===== config.mk =====
export PLATFORM = sky130hd
export DESIGN_NAME = dtq_cell
export DESIGN_NICKNAME = d
export VERILOG_FILES = /design/src/dtq_pkg.sv /design/src/dtq_cell.sv
export SDC_FILE = /design/constraint.sdc
export NUM_CORES = 1
export LEC_CHECK = 0
export BUFFER_PORTS_ARGS = -buffer_cell sky130_fd_sc_hd__buf_2
export CELL_PAD_IN_SITES_DETAIL_PLACEMENT = 0
export CELL_PAD_IN_SITES_GLOBAL_PLACEMENT = 1
export CORE_MARGIN = 10
export CORE_UTILIZATION = 38
export DETAILED_ROUTE_END_ITERATION = 8
export PLACE_DENSITY_LB_ADDON = 0.25
export SLEW_MARGIN = 40
export SYNTH_ARGS = -nofsm -noshare
export SYNTH_HDL_FRONTEND = slang
export SYNTH_SLANG_ARGS = --single-unit

===== constraint.sdc =====
create_clock -name clk_i -period 3.64 [get_ports clk_i]
set_clock_uncertainty 0.15 [all_clocks]
set_input_delay 0.364 -clock clk_i [delete_from_list [all_inputs] [get_ports clk_i]]
set_output_delay 0.364 -clock clk_i [all_outputs]
set_load 0.01 [all_outputs]

===== src/dtq_pkg.sv =====
package dtq_pkg;

  localparam int SLOTS_DEF = 16;
  localparam int MAX_CELLS = 16;   // slot numbers are 4 bits wide
  localparam int SLOT_W    = 4;
  localparam int TIME_W    = 63;
  localparam int OP_W      = 2;
  localparam int KIND_W    = 3;
  localparam int RANK_W    = 4;
  localparam int CNT_W     = 5;
  localparam int IN_DATA_W = 200;  // 4 + 63 + 63 + 63 = 193, padded to bytes
  localparam int OUT_DATA_W = 72;  // 4 + 1 + 1 + 63 = 69, padded to bytes

  typedef logic [TIME_W-1:0] time_t;
  typedef logic [SLOT_W-1:0] slot_t;

  typedef enum logic [OP_W-1:0] {
    OP_ADD    = 2'd0,
    OP_CANCEL = 2'd1,
    OP_TICK   = 2'd2,
    OP_NONE   = 2'd3
  } op_e;

  typedef enum logic [KIND_W-1:0] {
    RK_ADDED     = 3'd0,
    RK_FULL      = 3'd1,
    RK_CANCELLED = 3'd2,
    RK_NOT_ARMED = 3'd3,
    RK_EXPIRED   = 3'd4,
    RK_NONE_DUE  = 3'd5
  } kind_e;

  typedef enum logic [2:0] {
    CMD_IDLE,
    CMD_ADD,
    CMD_CANCEL,
    CMD_RANK_LOAD,
    CMD_RANK_STEP,
    CMD_REARM,
    CMD_MIN_LOAD,
    CMD_MIN_STEP
  } cmd_e;

  typedef enum logic [2:0] {
    ST_IDLE,
    ST_RANK,
    ST_REARM,
    ST_MLOAD,
    ST_MIN,
    ST_EMIT
  } state_e;

  // broadcast from the sequencer to every cell
  typedef struct packed {
    cmd_e  cmd;
    time_t now;
    time_t dl;
    time_t iv;
  } cell_ctrl_t;

  // word handed from one cell to the next around the ring
  typedef struct packed {
    logic  v;
    time_t d;
    slot_t idx;
  } probe_t;

  typedef struct packed {
    logic              armed;
    logic              due;
    logic [RANK_W-1:0] rank;
  } cell_stat_t;

  function automatic time_t sat_add(time_t a, time_t b);
    logic [TIME_W:0] s;
    s = {1'b0, a} + {1'b0, b};
    return s[TIME_W] ? '1 : s[TIME_W-1:0];
  endfunction

endpackage


===== src/dtq_cell.sv =====
module dtq_cell #(
  parameter int IDX = 0
) (
  input  logic                clk_i,
  input  logic                rst_ni,
  input  dtq_pkg::cell_ctrl_t ctrl_i,
  input  logic                sel_i,
  input  dtq_pkg::probe_t     probe_i,
  output dtq_pkg::probe_t     probe_o,
  output dtq_pkg::cell_stat_t stat_o
);

  localparam dtq_pkg::slot_t MY = dtq_pkg::SLOT_W'(IDX);

  logic                       armed_q, armed_d;
  logic                       due_q, due_d;
  logic [dtq_pkg::RANK_W-1:0] rank_q, rank_d;
  dtq_pkg::time_t             dl_q, dl_d;
  dtq_pkg::time_t             iv_q, iv_d;
  dtq_pkg::probe_t            probe_q, probe_d;
  logic                       in_first;
  logic                       in_better;

  // neighbor ahead of us in (deadline, slot) order
  assign in_first  = probe_i.v && ((probe_i.d < dl_q) ||
                     ((probe_i.d == dl_q) && (probe_i.idx < MY)));
  assign in_better = probe_i.v && (!probe_q.v || (probe_i.d < probe_q.d));

  always_comb begin
    armed_d = armed_q;
    due_d   = due_q;
    rank_d  = rank_q;
    dl_d    = dl_q;
    iv_d    = iv_q;
    probe_d = probe_q;
    unique case (ctrl_i.cmd)
      dtq_pkg::CMD_ADD: begin
        if (sel_i) begin
          armed_d = 1'b1;
          dl_d    = ctrl_i.dl;
          iv_d    = ctrl_i.iv;
        end
      end
      dtq_pkg::CMD_CANCEL: begin
        if (sel_i) armed_d = 1'b0;
      end
      dtq_pkg::CMD_RANK_LOAD: begin
        due_d   = armed_q && (dl_q <= ctrl_i.now);
        rank_d  = '0;
        probe_d = '{v: due_d, d: dl_q, idx: MY};
      end
      dtq_pkg::CMD_RANK_STEP: begin
        if (due_q && in_first) rank_d = rank_q + 1'b1;
        probe_d = probe_i;
      end
      dtq_pkg::CMD_REARM: begin
        if (due_q) begin
          if (iv_q != '0) dl_d = dtq_pkg::sat_add(ctrl_i.now, iv_q);
          else armed_d = 1'b0;
        end
      end
      dtq_pkg::CMD_MIN_LOAD: probe_d = '{v: armed_q, d: dl_q, idx: MY};
      dtq_pkg::CMD_MIN_STEP: begin
        if (in_better) probe_d = probe_i;
      end
      default: ;
    endcase
  end

  always_ff @(posedge clk_i or negedge rst_ni) begin
    if (!rst_ni) begin
      armed_q <= 1'b0;
      due_q   <= 1'b0;
      rank_q  <= '0;
      probe_q <= '0;
    end else begin
      armed_q <= armed_d;
      due_q   <= due_d;
      rank_q  <= rank_d;
      probe_q <= probe_d;
    end
  end

  always_ff @(posedge clk_i) begin
    dl_q <= dl_d;
    iv_q <= iv_d;
  end

  assign probe_o = probe_q;
  assign stat_o  = '{armed: armed_q, due: due_q, rank: rank_q};

endmodule


* Word level (Yosys, flattened, before mapping)
Index checks and enable logic that the tools add are counted.
** Word-level totals
- Bits in registers :: 200
- Input port bits :: 263
- Output and inout port bits :: 74
- Word-level logic and storage cells :: 61
** Cells by class
- Add/sub/neg operators :: 2
- Order comparisons :: 4
- Eq/ne operators :: 15
- Multiplexer cells :: 14
- Reduce and logical (&&, ||, !) cells :: 18
** Operator list (number)
- $pmux W68 S4 :: 1
- $mux W63 :: 4
- $lt A63 B63 Y1 :: 2
- $pmux W63 S2 :: 1
- $mux W68 :: 1
- $add A63 B63 Y64 :: 1
- $eq A63 B63 Y1 :: 1
- $le A63 B63 Y1 :: 1
- $reduce_bool A63 Y1 :: 1
- $ne A2 B2 Y1 const B :: 7
- $eq A3 B3 Y1 const B :: 4
- $pmux W4 S2 :: 1
- $eq A3 B2 Y1 const B :: 2
- $reduce_and A2 Y1 :: 3
- $logic_and A1 B1 Y1 :: 5
- $reduce_and A5 Y1 :: 1
- $add A4 B1 Y4 const B :: 1
- $lt A4 B1 Y1 const B :: 1
- $mux W1 :: 4
- $mux W4 :: 1
- $reduce_and A4 Y1 :: 1
- $reduce_bool A2 Y1 :: 2
- $reduce_bool A4 Y1 :: 1
- $eq A3 B1 Y1 const B :: 1
- other kinds (4) :: 5

* Depth between registers and ports, before layout
- Word-level depth :: 7
- Mapped depth :: 14
- Mapped depth without buffers :: 12

* Least setup slack after synthesis
OpenSTA, ideal clock, no wires.
- Path type :: input port to flip-flop
- Start :: input port ctrl_i[189] in the netlist's numbering
- End :: register dl_q[0], enable pin
- Library setup time :: 0.419 ns
- Arrival time :: 8.399 ns
- Data required time :: 3.071 ns
- Setup slack :: -5.329 ns
- Stages :: 4
- Path buffers :: 2
- Cells stage by stage :: clkbuf_1 clkbuf_1 nor4bb_1 a21o_1
** Between the ends
- Cells in the longest elaborated chain, start to end :: 3
- Elaborated cells on any way between the ends :: 7
- Classes of those cells :: eq/ne: 5; reduce/logical: 2
** RTL lines
- start, declared :: RTL line dtq_cell.sv:6 : input dtq_pkg::cell_ctrl_t ctrl_i,
- $eq A3 B3 Y1 or $eq A3 B1 Y1 (tied branches) :: RTL line dtq_cell.sv:36 : unique case (ctrl_i.cmd)
- $ne A2 B2 Y1 (no line) or $reduce_bool A2 Y1 (tied branches)
- $reduce_and A4 Y1 (no line) *
- end signal, assigned :: RTL line dtq_cell.sv:85 : dl_q <= dl_d;
- end, declared :: RTL line dtq_cell.sv:18 : dtq_pkg::time_t dl_q, dl_d;
Mark *: on every way between the ends. The rest lies on a longest branch, timed or not.
A chain may end at the register's enable or synchronous reset.

* Worst setup path in the final report
- Start :: register iv_q[0]
- End :: register dl_q[62], data pin
** Between the ends
- Cells in the longest elaborated chain, start to end :: 5
** RTL lines
- start, declared :: RTL line dtq_cell.sv:19 : dtq_pkg::time_t iv_q, iv_d;
- start signal, assigned :: RTL line dtq_cell.sv:86 : iv_q <= iv_d;
- $add A63 B63 Y64 :: RTL line dtq_pkg.sv:76 : s = {1'b0, a} + {1'b0, b};
- $mux W63 :: RTL line dtq_pkg.sv:77 : return s[TIME_W] ? '1 : s[TIME_W-1:0];
- $mux W63 :: RTL line dtq_cell.sv:58 : if (iv_q != '0) dl_d = dtq_pkg::sat_add(ctrl_i.now, iv_q);
- $mux W63 :: RTL line dtq_cell.sv:57 : if (due_q) begin
- $pmux W63 S2 :: RTL line dtq_cell.sv:36
- named net dl_d[62] :: RTL line dtq_cell.sv:18
The timed path passes the listed nets, and every way through them passes these cells. The select of a mux whose other input is x is not followed.

==> flow_metrics.tcl <==
set metrics [dict create \
    status "complete, no violations" \
    wire_per_inst_um 22.6 \
    port_buffers 336 \
    synth_commonest_cells "ha_1 (251), inv_1 (203), a21oi_1 (183)" \
    via_count 15200 \
    regArea_mm2 0.00564 \
    comb_power_share_pct 33.8 \
    p_sw_mw 2.57 \
    htree_levels 4 \
    grt_max_degree 64 \
    ys.flop_type "edfxtp_1" \
    clockPowerShare_pct 27.7 \
    synth_top_area_cell "edfxtp_1" \
    fmaxAchievable_mhz 284 \
    power_density_mw_per_mm2 346 \
    hold_viol 0 \
    clk_pin_slew_ns 0.08 \
    synth_area_leaders "edfxtp_1 (23%), ha_1 (19%), dfrtp_1 (11%)" \
    dr.pass1.iters 5 \
    core_mm2 0.0433 \
    pwr-share-seq_pct 38.5 \
    path_class "flop to flop" \
    setup_tns_ns 0 \
    avgSynthCellArea_um2 9.43 \
    fill_cells 4145 \
    finalMaxSlewViolations 0 \
    cts_max_path_buffers 2 \
    grt_pass1_vias 15900 \
    min_path_type "input port to flop" \
    nets 2751 \
    finalSetupViolCount 0 \
    place.gp.congestion 0.934 \
    ys_types 73 \
    antenna_found_initial 7 \
    whs_ns 0.0336 \
    tritoncts "done" \
    ys_seq_area_share_pct 33.7 \
    maxCapViolCount 0 \
    cts_sinks 200 \
    period_needed_ns 3.52 \
    dpl_worst_slack_ns -0.290 \
    vdd_drop_max_mv 0.261 \
    synth_cells 1771 \
    internal_power_mw 4.75 \
    crit_path_end_kind "flop" \
    drt-total-wl_mm 64.2 \
    cts_made_buffers 17 \
    rsz0062_at_grt "yes" \
    synth_edf_count 126 \
    max-slew-margin-rel_pct 48.6 \
    power_mw 7.32 \
    cp.required_ns 3.75 \
    layout-drive-gt1-share_pct 22.7 \
    netlist_area_mm2 0.0167 \
    grt.total_usage_pct 24.0 \
    cp_max_fo 4 \
    root_buffer "clkbuf_16" \
    areaGrowthSynthToFinish_pct 26.4 \
    fin_crit_sh_pct 96.7 \
    grt_pass1_wl_mm 95.7 \
    die_h_um 230 \
    drc 0 \
    multi_input_area_mm2 0.0102 \
    synthArstFlopShare_pct 37.0 \
    fin_ws_ns 0.122 \
    drt_iter0_drc 1077 \
    p_leak_nw 10.7 \
    dp_hpwl_mm 52.8 \
    die_area_mm2 0.0528 \
    synth-warning-count 0 \
    synthesis.nets 2286 \
    ant_nets 0 \
    die_x_um 230 \
    synth_top_cell_area_share_pct 22.6 \
    insertion_delay_ns 0.51 \
    worstMarginPinSlew_ns 0.763 \
    switching_share_pct 35.1 \
    cp.arrival_ns 3.63 \
    dpl_cell_area_mm2 0.0197 \
    ys_ff_latch 200 \
    design_area_mm2 0.0211 \
    ios 337 \
    start_util_pct 38.6 \
    vias_per_cell 5.37 \
    yosysMostFrequentCell "ha_1" \
    rows 76 \
    grt_overflow_total 0 \
    start_kind "flop" \
]
==> flip-flops by register name (all words and copies together) (netlist names) <==
signal	cells
iv_q	63
dl_q	63
armed_q	1
due_q	1
rank_q	4
probe_o	68
==> cell type report <==
| type | count | area share (%) |
|---|---|---|
| antenna | 4 | 0.0474 |
| clock inverter | 14 | 0.717 |
| sequential | 200 | 26.7 |
| multi-input combinational | 1309 | 48.1 |
| clock buffer | 18 | 2.03 |
| inverter | 204 | 3.63 |
| timing repair buffer | 504 | 15.3 |
| tap | 585 | 3.47 |
==> per-stage QoR <==
step | utilization (%) | std cells
2_1_floorplan | - | 1771
3_3_place_gp | 45.4 | 2728
3_5_place_dp | 45.4 | 2728
4_1_cts | 48.5 | 2831
5_1_grt | 48.8 | 2836
6_report | 48.8 | 2838
==> power by group through the flow <==
stage          Sequential (mW)  Clock, mW  Combinational, mW
6_report                  2.82       2.03               2.47
3_3_place_gp              2.86          0               2.34
3_5_place_dp              2.87          0               2.37
5_1_grt                   2.84       2.15               2.75
2_1_floorplan             2.87          0               1.35
4_1_cts                   2.82       2.08               2.45
==> layout by cell type, fill, tap and decap left out, types with 12 or more instances in the layout <==
master         count
clkbuf_16         17
xnor2_1           29
buf_4             88
dlygate4sd3_1     71
o22a_1            12
o21ai_0           61
nor4_1            24
xor2_1            29
nand3_1           15
o211ai_1          13
ha_1             246
edfxtp_1         126
nor2_1           117
a21o_1           119
mux2i_1          129
inv_1            203
a21oi_1          181
nand2_1           84
nand4_1           67
buf_2            335
dfrtp_1           74
nor3_1            12
==> kinds of logic after synthesis <==
| logic type | Yosys count | synth area share, % |
|---|---|---|
| and+or+nand+nor | 384 | 11.3 |
| DFF | 200 | 33.7 |
| buffers and inverters | 262 | 6.55 |
| adders and majority gates | 252 | 18.9 |
| muxes | 132 | 7.93 |
| AOI/OAI and AO/OA | 483 | 18.5 |
| xor gates and xnor gates | 58 | 3.04 |
==> what timing repair did <==
action,in CTS,in global routing
hold endpoints to repair,131,0
setup endpoints to repair,30,54
setup buffers,0,3
gates resized for setup,6,20
hold buffers,71,0
pin swaps,0,6
==> worst max-delay path, cell delays in order (launching register included) <==
cell and delay, ns:
edfxtp_1 0.40, ha_2 0.21, fa_2 0.38, a211oi_4 0.27
nor4_2 0.08, o31ai_1 0.26, buf_4 0.17, a211oi_4 0.09
a211oi_2 0.30, buf_4 0.16, or2_1 0.10, o211ai_1 0.13
a31oi_2 0.27, mux2i_1 0.22, o31ai_1 0.08
==> layer usage <==
metal / wire, um / global-route usage (%) / part of all wire (%)
met5: 23 / 0 / 0.036
met4: 1590 / 8.41 / 2.5
met3: 4150 / 5.16 / 6.5
met2: 28700 / 37.4 / 45
met1: 29700 / 32.2 / 46
==> final timing paths <==
kind | to | slack [ns] | startpoint | cells after the start
worst max-delay path | dl_q[62] | 0.12 | iv_q[0] | 14
worst min-delay path | dl_q[39] | 0.03 | ctrl_i[102] | 3
worst max register to register | dl_q[62] | 0.12 | iv_q[0] | 14
worst min register to register | probe_o[0] | 0.36 | probe_o[0] | 2
max in group asynchronous | probe_o[39] | 2.28 | rst_ni | 3
min in group asynchronous | probe_o[20] | 0.30 | rst_ni | 2
Power figures use the tool's default switching activity.
